$ cat src/hw/rtl/sus_pkg.sv
// shared types and constants for the sorted unique set table
package sus_pkg;

   localparam int DEPTH   = 16;
   localparam int VALUE_W = 32;
   localparam int CNT_W   = $clog2(DEPTH + 1);

   typedef enum logic [1:0] {
      CMD_INSERT = 2'd0,
      CMD_DELETE = 2'd1,
      CMD_DUMP   = 2'd2
   } cmd_type;

   typedef enum logic [2:0] {
      ST_INSERTED  = 3'd0,
      ST_DUPLICATE = 3'd1,
      ST_FULL      = 3'd2,
      ST_DELETED   = 3'd3,
      ST_NOTFOUND  = 3'd4,
      ST_DUMP      = 3'd5
   } status_type;

   typedef enum logic {
      FSM_IDLE = 1'b0,
      FSM_DUMP = 1'b1
   } fsm_type;

   typedef enum logic [1:0] {
      OP_HOLD   = 2'd0,
      OP_INSERT = 2'd1,
      OP_DELETE = 2'd2,
      OP_ROTATE = 2'd3
   } cell_op_type;

   typedef struct packed {
      cell_op_type op;
      logic        valid;
      logic        tail;
   } cell_ctl_type;

endpackage

$ cat src/hw/rtl/sorted_unique_set_table.sv
// Sorted set of up to DEPTH signed 32-bit values held in a chain of compare/shift
// cells. On an insert or delete every cell compares the request value at once and
// shifts toward or from its neighbor. On a dump the chain rotates one place per
// cycle while the output is not stalled and the head cell is sent out, so after a full
// dump the order is restored; an empty table gives one zero result. Requests
// are stalled during a dump and while a result waits on a stalled output. No clearing
// pass is needed after reset; the entry count alone marks which cells hold data.
module sorted_unique_set_table
   import sus_pkg::*;
(
   input  logic                      clock,
   input  logic                      reset,
   input  logic                      req_valid,
   output logic                      req_stall,
   input  logic [1:0]                req_command,
   input  logic signed [VALUE_W-1:0] req_value,
   output logic                      rsp_valid,
   input  logic                      rsp_stall,
   output logic [2:0]                rsp_status,
   output logic signed [VALUE_W-1:0] rsp_entry,
   output logic                      rsp_empty_res,
   output logic                      rsp_last
);

   fsm_type                   state_ff, state_in;
   logic [CNT_W-1:0]          count_ff, count_in;
   logic [CNT_W-1:0]          idx_ff, idx_in;
   logic                      rsp_valid_ff, rsp_valid_in;
   status_type                status_ff, status_in;
   logic signed [VALUE_W-1:0] entry_ff, entry_in;
   logic                      empty_ff, empty_in;
   logic                      last_ff, last_in;

   logic                      accept;
   logic                      out_free;
   logic                      load;
   logic                      any_eq;
   logic                      full;
   logic                      dump_last;
   cell_op_type               op;

   cell_ctl_type              ctl  [DEPTH];
   logic signed [VALUE_W-1:0] data [DEPTH];
   logic                      take [DEPTH];
   logic [DEPTH-1:0]          eq;

   assign out_free  = !rsp_valid_ff || !rsp_stall;
   assign req_stall = (state_ff == FSM_DUMP) || !out_free;
   assign accept    = req_valid && !req_stall;
   assign any_eq    = |eq;
   assign full      = (count_ff == CNT_W'(DEPTH));
   assign dump_last = (idx_ff == count_ff - CNT_W'(1));

   for (genvar i = 0; i < DEPTH; i++) begin : g_cell
      assign ctl[i].op    = op;
      assign ctl[i].valid = (CNT_W'(i) < count_ff);
      assign ctl[i].tail  = (CNT_W'(i) == count_ff - CNT_W'(1));

      sus_cell u_cell (
         .clock      (clock),
         .ctl        (ctl[i]),
         .value      (req_value),
         .left_take  ((i == 0) ? 1'b0 : take[(i == 0) ? 0 : i - 1]),
         .left_data  (data[(i == 0) ? 0 : i - 1]),
         .right_data (data[(i == DEPTH - 1) ? i : i + 1]),
         .head_data  (data[0]),
         .data       (data[i]),
         .take       (take[i]),
         .eq         (eq[i])
      );
   end

   // next state
   always_comb begin
      state_in = state_ff;
      case (state_ff)
         FSM_IDLE: begin
            if (accept && (req_command == CMD_DUMP) && (count_ff != '0)) begin
               state_in = FSM_DUMP;
            end
         end
         FSM_DUMP: begin
            if (out_free && dump_last) begin
               state_in = FSM_IDLE;
            end
         end
         default: begin
            state_in = FSM_IDLE;
         end
      endcase
   end

   // outputs of the sequencer
   always_comb begin
      op        = OP_HOLD;
      load      = 1'b0;
      count_in  = count_ff;
      idx_in    = idx_ff;
      status_in = status_ff;
      entry_in  = entry_ff;
      empty_in  = 1'b0;
      last_in   = 1'b1;
      case (state_ff)
         FSM_IDLE: begin
            if (accept) begin
               entry_in = req_value;
               case (req_command)
                  CMD_INSERT: begin
                     load = 1'b1;
                     if (any_eq) begin
                        status_in = ST_DUPLICATE;
                     end else if (full) begin
                        status_in = ST_FULL;
                     end else begin
                        status_in = ST_INSERTED;
                        op        = OP_INSERT;
                        count_in  = count_ff + CNT_W'(1);
                     end
                  end
                  CMD_DELETE: begin
                     load = 1'b1;
                     if (any_eq) begin
                        status_in = ST_DELETED;
                        op        = OP_DELETE;
                        count_in  = count_ff - CNT_W'(1);
                     end else begin
                        status_in = ST_NOTFOUND;
                     end
                  end
                  CMD_DUMP: begin
                     idx_in = '0;
                     if (count_ff == '0) begin
                        load      = 1'b1;
                        status_in = ST_DUMP;
                        entry_in  = '0;
                        empty_in  = 1'b1;
                     end
                  end
                  default: begin
                     load = 1'b0;
                  end
               endcase
            end
         end
         FSM_DUMP: begin
            if (out_free) begin
               load      = 1'b1;
               op        = OP_ROTATE;
               status_in = ST_DUMP;
               entry_in  = data[0];
               last_in   = dump_last;
               idx_in    = idx_ff + CNT_W'(1);
            end
         end
         default: begin
            load = 1'b0;
         end
      endcase
   end

   assign rsp_valid_in = load || (rsp_valid_ff && rsp_stall);

   always_ff @(posedge clock) begin
      if (reset) begin
         state_ff     <= FSM_IDLE;
         count_ff     <= '0;
         idx_ff       <= '0;
         rsp_valid_ff <= 1'b0;
      end else begin
         state_ff     <= state_in;
         count_ff     <= count_in;
         idx_ff       <= idx_in;
         rsp_valid_ff <= rsp_valid_in;
      end
   end

   always_ff @(posedge clock) begin
      if (load) begin
         status_ff <= status_in;
         entry_ff  <= entry_in;
         empty_ff  <= empty_in;
         last_ff   <= last_in;
      end
   end

   assign rsp_valid     = rsp_valid_ff;
   assign rsp_status    = status_ff;
   assign rsp_entry     = entry_ff;
   assign rsp_empty_res = empty_ff;
   assign rsp_last      = last_ff;

endmodule

$ cat src/hw/rtl/sus_cell.sv
// one cell of the sorted chain: holds one entry, compares and shifts
module sus_cell
   import sus_pkg::*;
(
   input  logic                      clock,
   input  cell_ctl_type              ctl,
   input  logic signed [VALUE_W-1:0] value,
   input  logic                      left_take,
   input  logic signed [VALUE_W-1:0] left_data,
   input  logic signed [VALUE_W-1:0] right_data,
   input  logic signed [VALUE_W-1:0] head_data,
   output logic signed [VALUE_W-1:0] data,
   output logic                      take,
   output logic                      eq
);

   logic signed [VALUE_W-1:0] data_ff;
   logic signed [VALUE_W-1:0] data_in;
   logic                      shift_del;

   assign data      = data_ff;
   assign eq        = ctl.valid && (data_ff == value);
   // insert point or beyond: empty, or holding something larger
   assign take      = !ctl.valid || (data_ff > value);
   // delete closes the gap from the match upward
   assign shift_del = ctl.valid && (data_ff >= value);

   always_comb begin
      data_in = data_ff;
      case (ctl.op)
         OP_INSERT: begin
            if (take && left_take) begin
               data_in = left_data;
            end else if (take) begin
               data_in = value;
            end
         end
         OP_DELETE: begin
            if (shift_del) begin
               data_in = right_data;
            end
         end
         OP_ROTATE: begin
            if (ctl.valid) begin
               data_in = ctl.tail ? head_data : right_data;
            end
         end
         default: begin
            data_in = data_ff;
         end
      endcase
   end

   always_ff @(posedge clock) begin
      data_ff <= data_in;
   end

endmodule

$ cat config.mk
export PLATFORM = sky130hd
export DESIGN_NAME = sorted_unique_set_table
export DESIGN_NICKNAME = d
export VERILOG_FILES = /design/src/hw/rtl/sus_pkg.sv /design/src/hw/rtl/sorted_unique_set_table.sv /design/src/hw/rtl/sus_cell.sv
export SDC_FILE = /design/constraint.sdc
export NUM_CORES = 2
export LEC_CHECK = 0
export ABC_AREA = 1
export BUFFER_PORTS_ARGS = -buffer_cell sky130_fd_sc_hd__buf_2
export CORE_ASPECT_RATIO = 1.75
export CORE_MARGIN = 2
export CORE_UTILIZATION = 66
export CTS_CLUSTER_SIZE = 8
export DETAILED_ROUTE_END_ITERATION = 12
export MAX_ROUTING_LAYER = met4
export PLACE_DENSITY_LB_ADDON = 0.2
export SLEW_MARGIN = 20
export SYNTH_ARGS = -nofsm -noshare
export SYNTH_HDL_FRONTEND = slang
export SYNTH_SLANG_ARGS = --single-unit
$ cat constraint.sdc
create_clock -name clock -period 7.7 [get_ports clock]
set_input_delay 1.925 -clock clock [delete_from_list [all_inputs] [get_ports clock]]
set_output_delay 1.925 -clock clock [all_outputs]
set_load 0.05 [all_outputs]
Yosys cells after proc, flatten, opt, wreduce, memory -nomap -nowiden
Cells that the tools add are included.

word-level totals
  flip-flop bits (word level) = 561

cells by class
  reductions and logical operators = 121
  bitwise operators = 3
  add/sub/neg operators = 3
  order comparisons = 47
  multiplexer cells = 130
  eq/ne operators = 95

operators with widths
  kind                                                    number
  2-to-1 mux 32 bit                                       82
  one-hot mux 32 bit (3 select lines)                     15
  == test 32 bit                                          16
  > comparator 32 bit                                     16
  >= comparator 32 bit                                    15
  one-hot mux 32 bit (2 select lines)                     2
  inequality test 2 x 1 -> 1 bit (second input constant)  34
  AND reduction 4 bit                                     15
  logical AND 1 bit                                       51
  inequality test 3 x 1 -> 1 bit (second input constant)  15
  == test 4 x 5 -> 1 bit (first input constant)           8
  < comparator 4 x 5 -> 1 bit (first input constant)      8
  2-to-1 mux 5 bit                                        6
  == test 3 x 5 -> 1 bit (first input constant)           4
  zero test 1 bit                                         20
  < comparator 3 x 5 -> 1 bit (first input constant)      4
  one-hot mux 5 bit (2 select lines)                      2
  logical OR 1 bit                                        19
  OR reduction 16 bit                                     1
  2-to-1 mux 3 bit                                        4
  inequality test 2 bit (second input constant)           6
  adder 5 x 1 -> 5 bit (second input constant)            2
  == test 2 x 5 -> 1 bit (first input constant)           2
  zero test 5 bit                                         2
  other kinds (27)                                        50

Longest topological paths before layout
  depth after elaboration = 11
  depth in mapped cells = 22

Hierarchy
From an unflattened synthesis, not the netlist that was laid out.

second synthesis, totals
  cell total of the unflattened synthesis = 7420
  area, all modules = 53691.5 µm²

by module, submodules not included
  module                           times used  cells an instance  sequential area each (µm²)  area each (µm²)
  sus_cell (g_cell[0].u_cell ...)  14          439                960.9                       3146.8
  sus_cell (g_cell[9].u_cell)      1           444                960.9                       3440.8
  sus_cell (g_cell[8].u_cell)      1           446                960.9                       3183.1
  sorted_unique_set_table          1           384                1351.3                      3012.9

Worst setup path before layout
No wires, ideal clock.

  path type = in2reg
  start = in req_value[19]
  end = reg g_cell[12].u_cell.data_ff[0], enable pin
  stages = 15
  path slack = 1.416 ns
  setup time = 0.421 ns
  arrival time = 5.863 ns
  cell sequence = clkinv_1 -> clkbuf_1 -> ha_1 -> a21o_1 -> o21ai_0 -> nand2_1 -> a21oi_1 -> nand2_1 -> nand2_1 -> nand3_1 -> nand2_1 -> clkbuf_1 -> clkbuf_1 -> a21oi_1 -> nor2_1

on the way
  cells in the longest elaborated chain, start to end = 10
  elaborated cells on any way between the ends = 53
  those cells by class = order compare: 3; eq/ne: 22; mux: 5; reduce/logical: 23

ends and longest elaborated chain
  item                                                                           line                                                            text
  start, declared                                                                sorted_unique_set_table.sv:16                                   input logic signed [VALUE_W-1:0] req_value,
  == test 32 bit                                                                 sus_cell.sv:22                                                  assign eq = ctl.valid && (data_ff == value);
  logical AND 1 bit                                                              sus_cell.sv:22
  OR reduction 16 bit                                                            sorted_unique_set_table.sv:50                                   assign any_eq = |eq;
  2-to-1 mux 1 bit or 2-to-1 mux 2 bit (tied branches)                           sorted_unique_set_table.sv:110, sorted_unique_set_table.sv:122
  one-hot mux 2 bit (2 select lines)                                             sorted_unique_set_table.sv:107                                  case (req_command)
  2-to-1 mux 2 bit                                                               sorted_unique_set_table.sv:105                                  if (accept) begin
  one-hot mux 2 bit (2 select lines)                                             sorted_unique_set_table.sv:103                                  case (state_ff)
  == test 2 x 1 -> 1 bit or == test 2 bit (tied branches)                        sus_cell.sv:30                                                  case (ctl.op)
  inequality test 3 x 1 -> 1 bit (no source line), or another cell as far along  --
  AND reduction 4 bit (no source line) *                                         --
  end signal, assigned                                                           sus_cell.sv:55                                                  data_ff <= data_in;
  end, declared                                                                  sus_cell.sv:17                                                  logic signed [VALUE_W-1:0] data_ff;

Mark *: on every way between the ends. The rest lies on a longest branch, timed or not.
A chain may end at the register's enable or synchronous reset.

Worst setup path in the final report
  start = in req_value[28]
  end = reg g_cell[13].u_cell.data_ff[27], enable pin

on the way
  cells in the longest elaborated chain, start to end = 10
  elaborated cells on any way between the ends = 53
  those cells by class = order compare: 3; eq/ne: 22; mux: 5; reduce/logical: 23

ends and longest elaborated chain
  item                                                                           line
  == test 32 bit                                                                 sus_cell.sv:22
  logical AND 1 bit                                                              sus_cell.sv:22
  OR reduction 16 bit                                                            sorted_unique_set_table.sv:50
  2-to-1 mux 1 bit or 2-to-1 mux 2 bit (tied branches)                           sorted_unique_set_table.sv:110, sorted_unique_set_table.sv:122
  one-hot mux 2 bit (2 select lines)                                             sorted_unique_set_table.sv:107
  2-to-1 mux 2 bit                                                               sorted_unique_set_table.sv:105
  one-hot mux 2 bit (2 select lines)                                             sorted_unique_set_table.sv:103
  == test 2 x 1 -> 1 bit or == test 2 bit (tied branches)                        sus_cell.sv:30
  inequality test 3 x 1 -> 1 bit (no source line), or another cell as far along  --
  AND reduction 4 bit (no source line) *                                         --
  end signal, assigned                                                           sus_cell.sv:55
  end, declared                                                                  sus_cell.sv:17

Marks and branches as above.

==> run summary <==
Die area - 0.0814 mm²
Worst Setup Start Kind - primary input
Skew final - 26.9 ps
Clock latency on the worst-skew pair - 690 ps
Met2 Wirelength - 79300 µm
H-tree depth - 3
WL met3 - 13100 µm
RSZ-0062 raised after global routing - false
Outcome - finished clean
Gpl congestion - 1.02
Pre-CTS setup slack - 834 ps
Clock power share - 33.5%
Routed WL per cell - 19.1 µm
Async set or reset register ratio after synthesis - 0%
Num CTS Buffers - 80
Peak Freq - 0.156 GHz
Leakage power - 27.0 nW
Post-DRT Antenna Nets - 0
Post-synth EDFFs - 549
Average cell area after synthesis - 6.80 µm²
Post-CTS setup buffers - 0
PostCTS Resize Cnt - 0
Max_slew headroom - 22.1%
P&R area growth vs syn - 5.53%
Worst Tran Pin Value - 1170 ps
Die X - 217 µm
Sequential area share after synthesis - 32.1%
Hold_buf cts - 0
Top_reg_cell synth - edfxtp_1
DIE HEIGHT - 376 µm
CP most frequent cell - nand2_1
Sw frac - 34.1%
Simple-gate share of the synthesized area - 28.6%
DRC - 0
CTS sink count - 561
CP max stage delay - 750 ps
Netlist cell types - 37
Dpl hpwl - 113000 µm
Core area - 0.0784 mm²
Maximum clock path buffer count - 3
Power Internal - 6.53 mW
Worst-path maximum fanout - 72
WL final - 163000 µm
Metal-1 WL - 57000 µm
Final worst path period need - 6420 ps
Compound-Gate Fraction of Synth Area - 14.2%
Setup TNS - 0 ps
Post-synthesis adder-cell area fraction - 12.5%
IO Pins - 77
Global route total overflow - 0
Largest family of logic cells by synthesized area - simple AND/OR/NAND/NOR gates
Hold Violations, Final - 0
Setup ws final - 1280 ps
#FFs+latches synth - 561
Initial drt markers - 5471
Fraction of layout cells with a size suffix above 1 - 4.54%
Syn nets - 8233
Synthesized area - 0.0522 mm²
# diodes - 0
Slowest cell on crit path - buf_4
YS warnings - 0
Net Sw Power - 3.38 mW
MaxCap Viol Count - 0
Final net count - 8026
Multiplexer area fraction after synthesis - 0%
Highest Signal Layer - met4
CTS clk-pin slew, worst paths - 50 ps
Initial antenna violation count - 0
Vias in the first global route - 51000
WS Path Type - primary input to register
Power share of the sequential group - 39.3%
Post-Synth XOR/XNOR Area - 0.0839%
First-pass GRT wire length - 257000 µm
Largest net degree at the start of global routing - 224
Critical Path AT - 6790 ps
Via count - 52600
First-pass iteration count of the detailed router - 8
Cells after synthesis - 7672
VDD IR max - 334 µV
Fin crit share - 83.4%
FILL cells - 6607
# rows - 136
Gr usage total - 40.4%
CP required - 8070 ps
Fin. max-slew vios - 0
CP endpoint kind - register
Logic pwr share - 27.1%
Via density - 6.17
Initial Utilization - 66.5%
Clock Tree Root - clkbuf_16
Hold crit path type - register to register
Pwr per Cell Area - 180 mW/mm²
I/O Buffers - 76
Setup Viol. Count Final - 0
Crit-path cells - buf_2 > clkinv_1 > ha_1 > nand2_1 > nor2_1 > nand2_1 > nor2_1 > nand3_1 > nand2_1 > nor2_1 > nand2_1 > nor2_4 > nor2_4 > o21bai_4 > buf_4 > o21ai_0 > nand2_1 > inv_1 > buf_4
CTS tree - done
==> metrics by stage <==
stage               area [µm²]  cells  hold slack, ps  power, mW  utilization, %
floorplan                52200   7672             483       5.84               -
global placement         52900   8418             523       6.46            67.4
detailed placement       52900   8418             533       6.57            67.4
CTS                      55000   8520             546       9.87            70.1
global route             55100   8520             586       10.4            70.2
finish                   55100   8520             557       9.91            70.2
==> kinds of logic after synthesis <==
group / after synthesis
buffers and inverters: 1648
and+or+nand+nor: 3595
DFF: 561
adders and majority gates: 523
xor gates and xnor gates: 5
AOI/OAI and AO/OA: 1340
==> path summary, 6_finish.rpt <==
kind              slack, ps  cells past startpoint                           startpoint                                    to
hold reg to reg         560                      2               idx_ff[0]$_SDFFE_PP0P_                idx_ff[0]$_SDFFE_PP0P_
setup / recovery       1280                     19                        req_value[28]  g_cell[13].u_cell.data[27]$_DFFE_PP_
hold / removal          560                      2               idx_ff[0]$_SDFFE_PP0P_                idx_ff[0]$_SDFFE_PP0P_
setup reg to reg       2860                     16  g_cell[0].u_cell.data[31]$_DFFE_PP_  g_cell[14].u_cell.data[24]$_DFFE_PP_
==> flip-flops by register name, indices dropped and copies added (netlist names) <==
signal	cells
g_cell.u_cell.data	512
rsp_entry	32
count_ff	5
idx_ff	5
rsp_status	3
rsp_empty_res	1
rsp_last	1
rsp_valid	1
state_ff	1
==> Yosys cell counts, types with 2 or more instances <==
master / n / area (µm²)
buf_4: 22 / 165
o21ai_0: 589 / 2950
o21a_1: 25 / 188
nor3b_1: 2 / 15.0
buf_2: 61 / 305
nor2_4: 3 / 33.8
nor2_1: 272 / 1020
edfxtp_1: 549 / 16500
or2_2: 3 / 18.8
clkinv_1: 31 / 116
a31oi_1: 4 / 25.0
xnor2_1: 2 / 17.5
xor2_1: 3 / 26.3
buf_6: 24 / 270
clkbuf_1: 360 / 1350
nand3_1: 1083 / 5420
nand4_1: 4 / 25.0
nor2_2: 2 / 12.5
ha_1: 523 / 6540
o22ai_1: 454 / 2840
a21oi_1: 242 / 1210
nor3_1: 8 / 40.0
nand2_1: 2213 / 8310
a21o_1: 16 / 120
a21boi_0: 6 / 45.0
dfxtp_1: 12 / 240
nand2_2: 2 / 12.5
buf_1: 11 / 41.3
inv_2: 7 / 26.3
inv_1: 1132 / 4250
==> metal layers <==
metal / track usage (%) / vias to the layer above
met5: - / -
met4: 29.8 / 0
met3: 4.79 / 772
met2: 68.1 / 2856
met1: 43.9 / 23900
li1: - / 25100
==> power groups by stage <==
stage / sequential [mW] / combinational [mW] / clock [mW]
after floorplan: 3.94 / 1.90 / 0
final: 3.90 / 2.69 / 3.32
after global placement: 3.94 / 2.52 / 0
after detailed placement: 3.95 / 2.62 / 0
after global routing: 3.92 / 3.02 / 3.43
after CTS: 3.89 / 2.64 / 3.34
==> layout make-up <==
| cell class | instances | area [µm²] | area share (%) |
|---|---|---|---|
| clock inverters | 5 | 65.1 | 0.118 |
| multi-input cells | 5463 | 29200 | 52.9 |
| flip-flops and latches | 561 | 16700 | 30.4 |
| clock buffers | 97 | 2100 | 3.81 |
| well taps | 1035 | 1290 | 2.35 |
| inverters | 1170 | 4400 | 7.99 |
| repair buffers | 189 | 1330 | 2.41 |
==> layout by cell type (no fill, tap or decap), drive strengths merged, types with 12 or more instances in the layout <==
cell type  count
ha           523
o22ai        454
a21o          16
nor2         277
buf          189
nand2       2216
inv         1143
a21oi        242
edfxtp       549
clkinv        31
nand3       1084
clkbuf        97
dfxtp         12
o21ai        590
o21a          25
==> critical path: cells and delay by family <==
kind / cells / cell delay [ps]
buffers and inverters: 5 / 1900
AND/OR/NAND/NOR: 11 / 1570
AO/OA/AOI/OAI: 2 / 740
adder cells (fa/ha/maj): 1 / 610
(Power assumes the default switching activity.)
